`src/sv/word_first_occurrence_labeler_assert.svh`:
```
// ---------------------------------------------------------------------------
// word_first_occurrence_labeler_assert.svh
// Assertion macros shared by the labeler modules. Each macro expects a
// clock named clk and an active-low asynchronous reset named arst_n in scope.
// ---------------------------------------------------------------------------
`ifndef WORD_FIRST_OCCURRENCE_LABELER_ASSERT_SVH
`define WORD_FIRST_OCCURRENCE_LABELER_ASSERT_SVH

// Same-cycle implication
`define WFOL_ASSERT_IMP(lbl, ante, cons, msg) \
	lbl: assert property (@(posedge clk) disable iff (!arst_n) (ante) |-> (cons)) \
		else $error(msg);

// Next-cycle implication
`define WFOL_ASSERT_NXT(lbl, ante, cons, msg) \
	lbl: assert property (@(posedge clk) disable iff (!arst_n) (ante) |=> (cons)) \
		else $error(msg);

`endif

```
`src/sv/wfol_pkg.sv`:
```
// ---------------------------------------------------------------------------
// wfol_pkg
// Shared widths, defaults, register indexes and controller/datapath structs
// of the word first-occurrence labeler.
// ---------------------------------------------------------------------------
package wfol_pkg;

	// Field widths of the channels
	localparam int SYM_W      = 16;
	localparam int LABEL_W    = 8;
	localparam int LEN_W      = 3;
	localparam int ALPHA_W    = 17;
	localparam int POS_W      = 2;
	localparam int CFG_IDX_W  = 1;
	localparam int CFG_DATA_W = 17;

	// Parameter defaults
	localparam int DEF_TABLE_DEPTH  = 256;
	localparam int DEF_MAX_WORD_LEN = 4;
	localparam int DEF_SYMBOL_BITS  = 16;

	// Register reset values
	localparam logic [LEN_W-1:0]   WORD_LEN_RST = 3'd4;
	localparam logic [ALPHA_W-1:0] ALPHA_RST    = 17'h10000;

	// Configuration register indexes
	localparam logic [CFG_IDX_W-1:0] CFG_WORD_LENGTH   = 1'b0;
	localparam logic [CFG_IDX_W-1:0] CFG_ALPHABET_SIZE = 1'b1;

	// Controller to datapath
	typedef struct packed {
		logic take;          // accept the offered symbol
		logic search_start;  // restart the table search
		logic search_run;    // advance the table search
		logic finish;        // close the word and load the result
	} wfol_cmd_t;

	// Datapath to controller
	typedef struct packed {
		logic word_done;     // offered symbol completes the word
		logic bad_now;       // word holds an out-of-alphabet symbol
		logic search_done;   // search hit or ran past the last entry
		logic out_free;      // result register can take a new result
	} wfol_stat_t;

endpackage

```
`src/sv/wfol_ctrl.sv`:
```
// ---------------------------------------------------------------------------
// wfol_ctrl
// Controller: takes symbols, runs the table search for each completed word that
// holds no bad symbol and hands the result over once the result register is free.
// ---------------------------------------------------------------------------
module wfol_ctrl (
	input  logic                clk,
	input  logic                arst_n,
	input  logic                sym_valid,
	output logic                sym_ready,
	input  wfol_pkg::wfol_stat_t stat,
	output wfol_pkg::wfol_cmd_t  cmd
);
	import wfol_pkg::*;

	typedef enum logic [2:0] {
		ST_IDLE   = 3'b001,
		ST_SEARCH = 3'b010,
		ST_FINISH = 3'b100
	} wfol_state_t;

	wfol_state_t state_q;
	wfol_state_t state_d;

	// Next state and commands
	always_comb begin
		state_d          = state_q;
		cmd              = '0;
		sym_ready        = 1'b0;
		cmd.search_run   = (state_q == ST_SEARCH);
		unique case (state_q)
			ST_IDLE: begin
				sym_ready = 1'b1;
				cmd.take  = sym_valid;
				if (sym_valid && stat.word_done) begin
					if (stat.bad_now) begin
						state_d = ST_FINISH;
					end else begin
						cmd.search_start = 1'b1;
						state_d          = ST_SEARCH;
					end
				end
			end
			ST_SEARCH: begin
				if (stat.search_done) begin
					state_d = ST_FINISH;
				end
			end
			ST_FINISH: begin
				if (stat.out_free) begin
					cmd.finish = 1'b1;
					state_d    = ST_IDLE;
				end
			end
			default: begin
				state_d = ST_IDLE;
			end
		endcase
	end

	// State register
	always_ff @(posedge clk or negedge arst_n) begin
		if (!arst_n) begin
			state_q <= ST_IDLE;
		end else begin
			state_q <= state_d;
		end
	end

	`include "word_first_occurrence_labeler_assert.svh"

	`WFOL_ASSERT_NXT(a_hold_after_word, cmd.take && stat.word_done, !sym_ready, "input open while a word is in flight")
	`WFOL_ASSERT_IMP(a_state_onehot, 1'b1, $onehot(state_q), "state register not one-hot")
	`WFOL_ASSERT_IMP(a_ready_idle_only, sym_ready, state_q == ST_IDLE, "input ready outside idle")
endmodule

```
`config.mk`:
```
export PLATFORM = sky130hd
export DESIGN_NAME = wfol_ctrl
export DESIGN_NICKNAME = d
export VERILOG_FILES = /design/src/sv/wfol_pkg.sv /design/src/sv/wfol_ctrl.sv
export VERILOG_INCLUDE_DIRS = /design/src /design/src/sv
export SDC_FILE = /design/constraint.sdc
export NUM_CORES = 1
export LEC_CHECK = 0
export BUFFER_PORTS_ARGS = -buffer_cell sky130_fd_sc_hd__buf_2
export CORE_AREA = 10 10 47 49
export CTS_CLUSTER_SIZE = 30
export DETAILED_ROUTE_END_ITERATION = 16
export DIE_AREA = 0 0 57 59
export PLACE_DENSITY_LB_ADDON = 0.25
export SLEW_MARGIN = 20
export SYNTH_ARGS = -nofsm -noshare
export SYNTH_HDL_FRONTEND = slang
export SYNTH_SLANG_ARGS = --single-unit
```
`constraint.sdc`:
```
create_clock -name clk -period 4 [get_ports clk]
set_input_delay 0.2 -clock clk [delete_from_list [all_inputs] [get_ports clk]]
set_output_delay 0.2 -clock clk [all_outputs]
set_load 0.05 [all_outputs]
```
==> impl_summary.txt, run 1 <==
----------------------------------------------------
[Global route]
  Busiest layer in global routing ... met4
  Initial antenna violation count ... 0
  Met1 track utilization from global routing ... between 3 and 4%
  Global routing usage on met2 ... approximately 4.0%
  Total congestion overflow ... 0
  All-Layer GR Usage ... around 3.8%
  Via count of the first global-routing pass ... roughly 240
  Largest net degree at the start of global routing ... 5
  Met3 demand-to-capacity share in global routing ... ~3.0%
  Wire length of the first global-routing pass ... between 900 and 1000 um

[Hold path]
  HP Class ... primary input to register

[Pwr]
  Net switching component of the power ... about 120 uW
  Switching power as a share of total power ... about half
  Cell area power density ... a little over 800 mW/mm^2
  Max IR drop VDD ... between 0.0002 and 0.0003 V
  Share of power burned in registers ... roughly 22%
  Combinational fraction of design power ... 56.2%
  Internal power consumption ... about 130 uW
  Clock power share ... approximately 22%
  Cell leakage power ... around 0.00014 uW

[Yosys]
  Number of enable flip-flop cells after synthesis ... 0
  Async set-reset flop share out of synthesis ... 100%
  Top post-synthesis cells by count ... dfrtp_1, nand2_1
  Synth top area share ... 25.8%
  Flip-flop cell with the highest count after synthesis ... dfrtp_1
  Syn nets ... 26
  Dominant cells by area after synthesis ... dfrtp_1, dfstp_2, a211oi_2
  Mapped cell area ... just under 200 um^2
  Cell type with the highest aggregate area in the netlist ... dfrtp_1
  Synthesized area per cell ... a little over 10 um^2
  Number of flip-flops and latches in the synthesized netlist ... 3
  Number of distinct library cells after synthesis ... 17
  Proportion of synthesized chip area in sequential cells ... between 30% and 40%
  Synth Instances ... 19
  Synth Warn # ... 0

[Clock tree]
  Post-CTS Repair Setup Buffers ... 0
  Post-CTS clock slew at the launch and capture registers of the worst setup and hold paths ... 0.04 ns
  Number of gates given a new drive strength after cts ... 0
  Number of buffers on the longest clock path ... 2
  Source-to-sink clock delay at the later pin of the worst-skew pair ... between 0.2 and 0.25 ns
  Hold buffers post-CTS ... 1
  Number of clock buffers inserted by TritonCTS ... 3
  Clock tree from TritonCTS ... built
  Cell at the root of the clock tree ... clkbuf_4
  Clk sink count ... 3
  H-tree levels ... 1

[Routing]
  Routed WL ... approximately 560 um
  Number of antenna-violating nets in the routed design ... 0
  WL/cell ... 10.9 um
  Via count ... 190
  DRC violation count after routing ... 0
  Via/cell ratio ... ~3.7
  Count of routing violations after the opening detailed-route iteration ... 3
  Initial DRT Pass Iterations ... 4

[STA]
  Max frequency ... about 530 MHz
  Transition time at the pin with the least slew margin ... about 0.3 ns
  Relative slew margins ... around four fifths
  Final-report max-slew violation count ... 0
  RSZ-0062 raised after global routing ... no
  Setup clock skew after layout ... about 0.0052 ns
  Final period demand of the worst path ... 1.89 ns
  Final period utilization ... 47.2%
  Count of final setup violators ... 0
  Number of hold-slack violations in the final timing report ... 0
  Setup TNS ... 0 ns

[Die]
  Chip Height ... a little under 60 um
  Site Rows ... 14
  Total Die Area ... between 0.003 and 0.004 mm^2
  Number of top-level design ports ... 12
  Die outline width ... between 50 and 60 um
  Area of the placeable core ... 0.00140 mm^2
  Effective utilization at floorplan ... between 10 and 15%

[Critical path]
  Combined buffer and inverter count along the critical path ... 1
  WS Path Type ... register to output pin
  Max stage delay on crit path ... between 0.5 and 0.6 ns
  Cell family with the largest share of critical-path delay ... simple AND/OR/NAND/NOR gates
  Cell type of the slowest stage on the worst timing path ... dfstp_2
  Crit path DAT ... 1.69 ns
  Critical path required time ... 3.80 ns
  Endpoint class of the critical path ... output pin
  Critical Path Start Type ... register
  Maximum net fanout on the critical path ... 4
  Cells along the critical path ... or3b_4 -> nor3_2 -> buf_2

[Finish]
  Final instance area ... 305 um^2
  Regs by FF count ... state_q (3)
  Antenna fix cells ... 0
  Area growth, synth to finish ... 57.4%
  Share of cells above drive strength 1 ... about 63%
  Register ranked first by flip-flop count ... state_q
  Net count of the finished layout ... 43
  Flip-flop count of the largest register after layout ... 3

[Flow run]
  Number of max-cap violations ... 0

[Placement]
  Number of buffer cells added on primary ports ... 11
  Placer Congestion ... around 0.63
  Post-place instance area ... around 270 um^2

[Status]
  Run status ... complete, no violations

----------------------------------------------------
worst paths after layout:
kind / slack [ns] / cells after the start / to / start
worst max-delay path: 2.11 / 3 / cmd[2] / state_q[0]$_DFFE_PN1P_
worst min register to register: 0.71 / 2 / state_q[0]$_DFFE_PN1P_ / state_q[2]$_DFFE_PN0P_
max in group asynchronous: 3.51 / 2 / state_q[0]$_DFFE_PN1P_ / arst_n
min in group asynchronous: 0.29 / 2 / state_q[2]$_DFFE_PN0P_ / arst_n
worst min-delay path: 0.24 / 3 / state_q[2]$_DFFE_PN0P_ / stat[2]
worst max register to register: 2.63 / 4 / state_q[2]$_DFFE_PN0P_ / state_q[0]$_DFFE_PN1P_
metrics by stage:
stage               total power, uW  utilization (%)  cells  setup slack, ns  hold slack, ns
detailed placement              199             19.2     46             2.37         0.00163
finish                          253             21.8     51             2.11           0.238
floorplan                       171                -     19             1.84         -0.0956
global placement                200             19.2     46             2.36        -0.00150
global route                    269             21.8     51             2.06           0.242
CTS                             259             21.8     51             2.10           0.233
kinds of logic (layout without fill, tap and decap cells):
| family | Yosys count | after routing | synth area share [%] |
|---|---|---|---|
| compound gates | 3 | 3 | 15.5 |
| simple gates | 12 | 12 | 40.7 |
| buf+inv | 1 | 17 | 4.52 |
| flops | 3 | 3 | 39.4 |
final cells by class:
type	instances	area, um^2
Multi-Input combinational cell	15	109
Sequential cell	3	76.3
Clock buffer	4	26.3
Tap cell	16	20.0
Fill cell	163	1100
Inverter	1	8.76
Timing Repair Buffer	12	65.1
placed cells by master, fill, tap and decap left out, drive strengths merged:
cell / netlist / routed
and2: 1 / 1
nor3b: 1 / 1
nor2: 1 / 1
buf: 0 / 11
nor3: 2 / 2
nor4b: 1 / 1
nor2b: 1 / 1
a21o: 1 / 1
a211oi: 1 / 1
clkbuf: 0 / 4
or2: 1 / 1
or3b: 1 / 1
a21oi: 1 / 1
nand2: 3 / 3
dfrtp: 2 / 2
dfstp: 1 / 1
clkinv: 1 / 1
dlygate4sd3: 0 / 1
per-layer routing:
layer | up-vias | wire [um] | share of wire, %
met5 | - | 0 | 0
met4 | 0 | 17 | 3.0
met3 | 2 | 93 | 17
met2 | 14 | 184 | 33
met1 | 76 | 262 | 47
li1 | 98 | - | -
worst min-delay path: cells and delay by family:
| family | cells | cell delay [ns] |
|---|---|---|
| buffers and inverters | 1 | 0.12 |
| AND/OR/NAND/NOR | 1 | 0.06 |
| AO/OA/AOI/OAI | 1 | 0.06 |
power groups by stage:
| stage | Combinational [uW] | Sequential (uW) | Clock, uW |
|---|---|---|---|
| 2_1_floorplan | 118 | 53.5 | 0 |
| 3_3_place_gp | 143 | 57.0 | 0 |
| 3_5_place_dp | 143 | 56.1 | 0 |
| 4_1_cts | 144 | 56.0 | 58.2 |
| 5_1_grt | 154 | 57.4 | 57.6 |
| 6_report | 142 | 55.9 | 54.9 |
Note: power is estimated with default switching activity, not from simulation.
==> inputs of run 2 (changes only) <==
--- a/config.mk
+++ b/config.mk
@@ -6,6 +6,7 @@
 export SDC_FILE = /design/constraint.sdc
 export NUM_CORES = 1
 export LEC_CHECK = 0
+export ABC_AREA = 1
 export BUFFER_PORTS_ARGS = -buffer_cell sky130_fd_sc_hd__buf_2
 export CORE_AREA = 10 10 47 49
 export CTS_CLUSTER_SIZE = 30
==> constraint.sdc (replaced) <==
create_clock -name clk -period 1.9 [get_ports clk]
set_input_delay 0.095 -clock clk [delete_from_list [all_inputs] [get_ports clk]]
set_output_delay 0.095 -clock clk [all_outputs]
set_load 0.05 [all_outputs]
==> run 2 against run 1 <==
Compared with the run above:
- worst setup slack got worse by 1.8 ns
- critical path depth increased by 1
- flip-flop and latch count unchanged
- combinational power increased by 94%
- global-route usage increased by 0.26 points
- critical path type unchanged
==> impl_summary.txt, run 2 <==
----------------------------------------------------
[Pwr]
  Cell leakage power ... 0.000196 uW (+36%)
  Max IR drop VDD ... 0.000304 V (+11%)
  Cell area power density ... 1570 mW/mm^2 (+90%)
  Post-layout total power ... 515 uW (+100%)

[Yosys]
  Synth top area share ... 23.8% (-2.0 points)
  Synthesized area per cell ... 7.01 um^2 (-31%)
  Proportion of synthesized chip area in sequential cells ... 36.3% (-3.0 points)
  Synth Warn # ... 0 (unchanged)
  Cell type with the highest aggregate area in the netlist ... dfrtp_1
  Number of flip-flops and latches in the synthesized netlist ... 3 (unchanged)
  Async set-reset flop share out of synthesis ... 100% (unchanged)
  Synth Instances ... 30 (+11)
  Top post-synthesis cells by count ... inv_1, nand2_1, nor2_1
  Number of enable flip-flop cells after synthesis ... 0 (unchanged)
  Syn nets ... 37 (+42%)
  Most instantiated library cell after synthesis ... inv_1
  Flip-flop cell with the highest count after synthesis ... dfrtp_1
  Number of distinct library cells after synthesis ... 13 (-4)
  Dominant cells by area after synthesis ... dfrtp_1, dfstp_2, inv_1
  Mapped cell area ... 210 um^2 (+8.4%)

[Die]
  Total Die Area ... 0.00336 mm^2 (unchanged)
  Site Rows ... 14 (unchanged)
  Chip Height ... 59 um (unchanged)
  Effective utilization at floorplan ... 15.0% (+1.2 points)
  Area of the placeable core ... 0.00140 mm^2 (unchanged)
  Die outline width ... 57 um (unchanged)
  Number of top-level design ports ... 12 (unchanged)

[Critical path]
  Depth of the critical timing path with buffers and inverters included ... 4 (+1)
  Register-to-Register Path Depth ... 3 (-1)
  Worst reg-to-reg setup slack ... 0.77 ns (-1.86 ns)
  Maximum net fanout on the critical path ... 6 (+2)
  Cells along the critical path ... nand3_2 -> or2_1 -> nor2_1 -> buf_2
  Max stage delay on crit path ... 0.58 ns (+0.04 ns)
  Reg2reg end ... state_q[1]$_DFFE_PN0P_
  Critical Path Sink ... cmd[2]
  Cell type of the slowest stage on the worst timing path ... dfstp_2
  Combined buffer and inverter count along the critical path ... 1 (unchanged)
  Timing startpoint of the critical path ... state_q[0]$_DFFE_PN1P_
  WS Path Type ... register to output pin
  Critical Path Start Type ... register
  Beginning of the worst register-to-register path ... state_q[0]$_DFFE_PN1P_
  Crit path DAT ... 1.51 ns (-0.18 ns)
  Endpoint class of the critical path ... output pin
  Cell family with the largest share of critical-path delay ... flip-flops
  Critical path required time ... 1.80 ns (-2.00 ns)

[Placement]
  Post-place instance area ... 292 um^2 (+8.4%)
  Inst Count DP ... 57 (+24%)
  Placer Congestion ... 0.728 (+15%)
  Half-perimeter wire length after detailed placement ... about 500 um
  Number of buffer cells added on primary ports ... 11 (unchanged)

[STA]
  Setup TNS ... 0 ns (unchanged)
  Final period demand of the worst path ... around 1.6 ns
  Count of final setup violators ... 0 (unchanged)
  Final period utilization ... approximately 85%
  Setup clock skew after layout ... 0.00327 ns (-0.00190 ns)
  Final-report max-slew violation count ... 0 (unchanged)
  Relative slew margins ... 83.2% (+3.0 points)
  RSZ-0062 raised after global routing ... no
  Transition time at the pin with the least slew margin ... 0.254 ns (-0.0429 ns)
  Number of hold-slack violations in the final timing report ... 0 (unchanged)
  Max frequency ... 622 MHz

[Clock tree]
  Number of buffers on the longest clock path ... 2 (unchanged)
  Clock tree from TritonCTS ... built
  H-tree levels ... 1 (unchanged)
  Number of clock buffers inserted by TritonCTS ... 3 (unchanged)
  Post-CTS clock slew at the launch and capture registers of the worst setup and hold paths ... 0.04 ns (about the same)
  Cell at the root of the clock tree ... clkbuf_4
  Number of gates given a new drive strength after cts ... 0 (unchanged)
  Clk sink count ... 3 (unchanged)
  Post-CTS Repair Setup Buffers ... 0 (unchanged)
  Source-to-sink clock delay at the later pin of the worst-skew pair ... 0.23 ns (about the same)

[Hold path]
  Hold wc startpoint ... stat[1]
  HP Class ... primary input to register

[Routing]
  Via/cell ratio ... 3.71 (-0.42%)
  Initial DRT Pass Iterations ... 1 (-3)
  WL/cell ... 9.68 um (-12%)
  Count of routing violations after the opening detailed-route iteration ... 0 (-3)
  Routed WL ... 600 um (+7.5%)
  DRC violation count after routing ... 0 (unchanged)
  Via count ... 230 (+21%)
  Number of antenna-violating nets in the routed design ... 0 (unchanged)

[Finish]
  Final instance area ... 328 um^2 (+7.4%)
  Net count of the finished layout ... 54 (+26%)
  Top library cells by usage in the layout, fill and taps aside ... buf_2, inv_1, nand2_1, nor2_1, clkbuf_4
  Number of standard cells in the layout, taps in and fillers out ... 62 (+22%)
  Register ranked first by flip-flop count ... state_q
  Flip-flop count of the largest register after layout ... 3 (unchanged)
  Antenna fix cells ... 0 (unchanged)
  Regs by FF count ... state_q (3)
  Area growth, synth to finish ... 56.0%
  Most common cell after layout, fill and taps aside ... buf_2
  Share of cells above drive strength 1 ... 43.5% (-19 points)

[Flow run]
  Number of max-cap violations ... 0 (unchanged)

[Global route]
  Largest net degree at the start of global routing ... 7 (+2)
  Global routing usage on met2 ... 7.29% (+3.3 points)
  Met1 track utilization from global routing ... 3.21% (-0.59 points)
  Initial antenna violation count ... 0 (unchanged)
  Via count of the first global-routing pass ... 284 (+21%)
  Met3 demand-to-capacity share in global routing ... 2.15% (-0.86 points)
  Busiest layer in global routing ... met2
  Wire length of the first global-routing pass ... 1060 um (+15%)
  Total congestion overflow ... 0 (unchanged)
  All-Layer GR Usage ... 4.02% (+0.26 points)

[Status]
  Run status ... complete, no violations

----------------------------------------------------
[run 2: cell types whose count changed in the layout (fill, tap and decap cells not counted), moves of 2 or more]
cell     delta
nand3_2     +2
inv_1       +6
nand4_1     +2
nor2_1      +4
nand2_1     +3
[run 2: repair_timing]
| action | 4_1_cts | 5_1_grt |
|---|---|---|
| hold buffers | 1 | 0 |
| endpoints found under the hold margin | 3 | 0 |
| endpoints found under the setup margin | 0 | 0 |
[run 2: logic make-up (layout without fill, tap and decap cells)]
logic type / count (synthesis) / in the layout / share of synthesized area (%)
DFF: 3 / 3 / 36.3
buffers and inverters: 7 / 23 / 12.5
AOI/OAI and AO/OA: 2 / 2 / 6.55
and+or+nand+nor: 18 / 18 / 44.6
[run 2: worst min path at each step]
stage | cells after the start | to | slack, ns
6_report | 3 | state_q[1]$_DFFE_PN0P_ | 0.16
5_1_grt | 3 | state_q[1]$_DFFE_PN0P_ | 0.18
4_1_cts | 3 | state_q[1]$_DFFE_PN0P_ | 0.16
3_5_place_dp | 1 | state_q[1]$_DFFE_PN0P_ | -0.10
3_3_place_gp | 1 | state_q[1]$_DFFE_PN0P_ | -0.11
2_1_floorplan | 0 | state_q[1]$_DFFE_PN0P_ | -0.20
[run 2: area by class of cell]
type	instances	area [um^2]
fill	175	1070
tap	16	20.0
sequential	3	76.3
multi-input combinational	20	114
clock buffer	4	26.3
inverter	7	26.3
timing repair buffer	12	65.1
[run 2: tightest hold or removal path, stage by stage]
cell and delay (ns):
buf_2 0.07, or2_1 0.12, o21ai_2 0.06
[run 2: per-stage QoR]
step / worst slack, ns / utilization [%] / hold WS [ns]
final: 0.291 / 23.4 / 0.156
after global routing: 0.212 / 23.4 / 0.176
after CTS: 0.278 / 23.4 / 0.156
after detailed placement: 0.535 / 20.8 / -0.105
after global placement: 0.543 / 20.8 / -0.107
after floorplan: 0.258 / - / -0.201
[run 2: metal layers]
layer | wire length, um | vias to the layer above
met2 | 341 | 4
met1 | 221 | 100
met4 | 0 | 0
li1 | - | 126
met3 | 37 | 0
met5 | 0 | -
[run 2: report_power, final]
part	switching, uW	internal (uW)	total, uW
Sequential	27.7	97.5	125
Clock	34.9	78.8	114
Combinational	200	76.1	276
Total	263	252	515
==> inputs of run 3 (changes only) <==
==> constraint.sdc (replaced) <==
create_clock -name clk -period 1.4 [get_ports clk]
set_input_delay 0.07 -clock clk [delete_from_list [all_inputs] [get_ports clk]]
set_output_delay 0.07 -clock clk [all_outputs]
set_load 0.05 [all_outputs]
==> run 3 against run 2 <==
Compared with the run above:
- global-route usage is 0.17 points lower
- sequential power is 23% higher
- non-clock buffer count is 3 higher
- register-to-register slack worse by 0.52 ns
- sequential share of layout area is 3.1 points lower
- clock-buffer cell count stayed put
- cell area is 15% higher
- first-iteration DRC count is 3 higher
- cell count is 4.8% higher
- via count is 13% higher
==> impl_summary.txt, run 3 (same netlist as run 2, synthesis figures left out) <==
----------------------------------------------------
[Status]
  Run status ... complete, no violations

[Routing]
  Via count ... 260 (+13%)
  Initial DRT Pass Iterations ... 4 (+3)
  Routed WL ... 596 um (-0.67%)
  DRC violation count after routing ... 0 (unchanged)
  Count of routing violations after the opening detailed-route iteration ... 3 (+3)
  Number of antenna-violating nets in the routed design ... 0 (unchanged)
  Via/cell ratio ... 4.00 (+7.8%)
  WL/cell ... 9.17 um (-5.3%)

[STA]
  Setup TNS ... 0 ns (unchanged)
  Setup clock skew after layout ... 0.0000946 ns (-0.00318 ns)
  RSZ-0062 raised after global routing ... yes
  Number of hold-slack violations in the final timing report ... 0 (unchanged)
  Max frequency ... around 720 MHz
  Final-report max-slew violation count ... 0 (unchanged)
  Final period utilization ... 99.4%
  Transition time at the pin with the least slew margin ... 0.250 ns (-0.00350 ns)
  Relative slew margins ... 83.4% (+0.23 points)
  Count of final setup violators ... 0 (unchanged)
  Final period demand of the worst path ... between 1 and 1.5 ns

[Placement]
  Placer Congestion ... 0.733 (+0.71%)
  Inst Count DP ... 59 (+3.5%)
  Number of buffer cells added on primary ports ... 11 (unchanged)
  Half-perimeter wire length after detailed placement ... 500 um (+1.4%)

[Critical path]
  Maximum net fanout on the critical path ... 2 (-4)
  Crit path DAT ... 1.32 ns (-0.19 ns)
  Critical Path Start Type ... register
  Critical path required time ... 1.33 ns (-0.47 ns)
  WS Path Type ... register to output pin
  Max stage delay on crit path ... 0.53 ns (-0.05 ns)
  Cells along the critical path ... nand3_2 -> or2_4 -> nor2_4 -> buf_6
  Worst reg-to-reg setup slack ... 0.25 ns (-0.52 ns)
  Combined buffer and inverter count along the critical path ... 1 (unchanged)
  Cell family with the largest share of critical-path delay ... flip-flops
  Endpoint class of the critical path ... output pin
  Cell type of the slowest stage on the worst timing path ... dfstp_2

[Pwr]
  Max IR drop VDD ... 0.000649 V (+110%)
  Cell leakage power ... 0.000214 uW (+9.2%)
  Cell area power density ... 2110 mW/mm^2 (+34%)
  Post-layout total power ... 798 uW (+55%)

[Finish]
  Antenna fix cells ... 0 (unchanged)
  Number of standard cells in the layout, taps in and fillers out ... 65 (+4.8%)
  Flip-flop count of the largest register after layout ... 3 (unchanged)
  Net count of the finished layout ... 57 (+5.6%)
  Share of cells above drive strength 1 ... 55.1% (+12 points)
  Most common cell after layout, fill and taps aside ... buf_2
  Register ranked first by flip-flop count ... state_q
  Top library cells by usage in the layout, fill and taps aside ... buf_2, nand2_1, inv_1, buf_4
  Area growth, synth to finish ... 79.8%
  Regs by FF count ... state_q (3)

[Clock tree]
  Number of buffers on the longest clock path ... 2 (unchanged)
  Clock tree from TritonCTS ... built
  Cell at the root of the clock tree ... clkbuf_4
  Clk sink count ... 3 (unchanged)
  H-tree levels ... 1 (unchanged)
  Source-to-sink clock delay at the later pin of the worst-skew pair ... 0.23 ns (about the same)
  Number of clock buffers inserted by TritonCTS ... 3 (unchanged)
  Post-CTS clock slew at the launch and capture registers of the worst setup and hold paths ... 0.04 ns (about the same)

[Die]
  Site Rows ... 14 (unchanged)
  Area of the placeable core ... 0.00140 mm^2 (unchanged)
  Effective utilization at floorplan ... 15.0% (unchanged)
  Die outline width ... 57 um (unchanged)
  Chip Height ... 59 um (unchanged)
  Total Die Area ... 0.00336 mm^2 (unchanged)
  Number of top-level design ports ... 12 (unchanged)

[Global route]
  Via count of the first global-routing pass ... 246 (-13%)
  Total congestion overflow ... 0 (unchanged)
  All-Layer GR Usage ... 3.85% (-0.17 points)
  Wire length of the first global-routing pass ... 1010 um (-4.5%)
  Largest net degree at the start of global routing ... 6 (-1)
  Initial antenna violation count ... 0 (unchanged)

[Flow run]
  Number of max-cap violations ... 0 (unchanged)

[Hold path]
  HP Class ... primary input to register

----------------------------------------------------
## run 3: changes by cell type in the layout (fill, tap and decap cells not counted)
cell	before	now
or2_1	2	1
nor2_2	0	1
or2_4	0	1
inv_2	1	2
buf_6	0	2
inv_1	6	5
nor2_4	0	1
nor2_1	5	3
buf_2	11	8
buf_4	0	4
## run 3: timing repair
item                                    CTS  global route
hold buffers                              1             0
hold endpoints to repair                  3             0
buffers inserted                          0             1
resized for setup                         4             7
endpoints found under the setup margin    1             3
## run 3: layer usage
metal | share of wire, % | vias to the layer above | global-route usage [%]
met5 | 0 | - | 0
met4 | 0 | 0 | 3.02
met3 | 5.7 | 0 | 2.15
met2 | 56 | 8 | 6.05
met1 | 38 | 120 | 3.68
li1 | - | 132 | -
## run 3: area by class of cell
| type | instances | area, um^2 |
|---|---|---|
| Inverter | 7 | 26.3 |
| Multi-Input combinational cell | 20 | 126 |
| Sequential cell | 3 | 76.3 |
| Timing Repair Buffer | 15 | 103 |
| Clock buffer | 4 | 26.3 |
| Tap cell | 16 | 20.0 |
| Fill cell | 175 | 1020 |
## run 3: report_power, final
group | leakage (uW) | internal (uW) | switching [uW]
logic | 0.000162 | 186 | 309
clock network | 0.0000150 | 107 | 41.8
registers | 0.0000368 | 131 | 23.1
total | 0.000214 | 423 | 374
## run 3: path summary, 6_finish.rpt
| check | cells past startpoint | start | end |
|---|---|---|---|
| min reg2reg | 3 | state_q[0]$_DFFE_PN1P_ | state_q[1]$_DFFE_PN0P_ |
| min | 3 | stat[1] | state_q[1]$_DFFE_PN0P_ |
| min in group asynchronous | 2 | arst_n | state_q[1]$_DFFE_PN0P_ |
| max in group asynchronous | 2 | arst_n | state_q[0]$_DFFE_PN1P_ |
| max | 4 | state_q[0]$_DFFE_PN1P_ | cmd[2] |
| max reg2reg | 6 | state_q[0]$_DFFE_PN1P_ | state_q[2]$_DFFE_PN0P_ |
## run 3: stage by stage
step / setup slack, ns / instance area [um^2] / hold WS, ns / utilization (%)
2_1_floorplan: -0.0585 / 219 / -0.226 / -
3_3_place_gp: 0.158 / 309 / -0.130 / 22.1
3_5_place_dp: 0.157 / 309 / -0.131 / 22.1
4_1_cts: -0.00828 / 354 / 0.135 / 25.3
5_1_grt: -0.0410 / 378 / 0.146 / 27.0
6_report: 0.00833 / 378 / 0.141 / 27.0
## run 3: worst reg2reg max path, delay by kind of cell, from the launching register on
kind                   cells  cell delay [ns]
buffers and inverters      2             0.18
and+or+nand+nor            4             0.39
DFF                        1             0.53
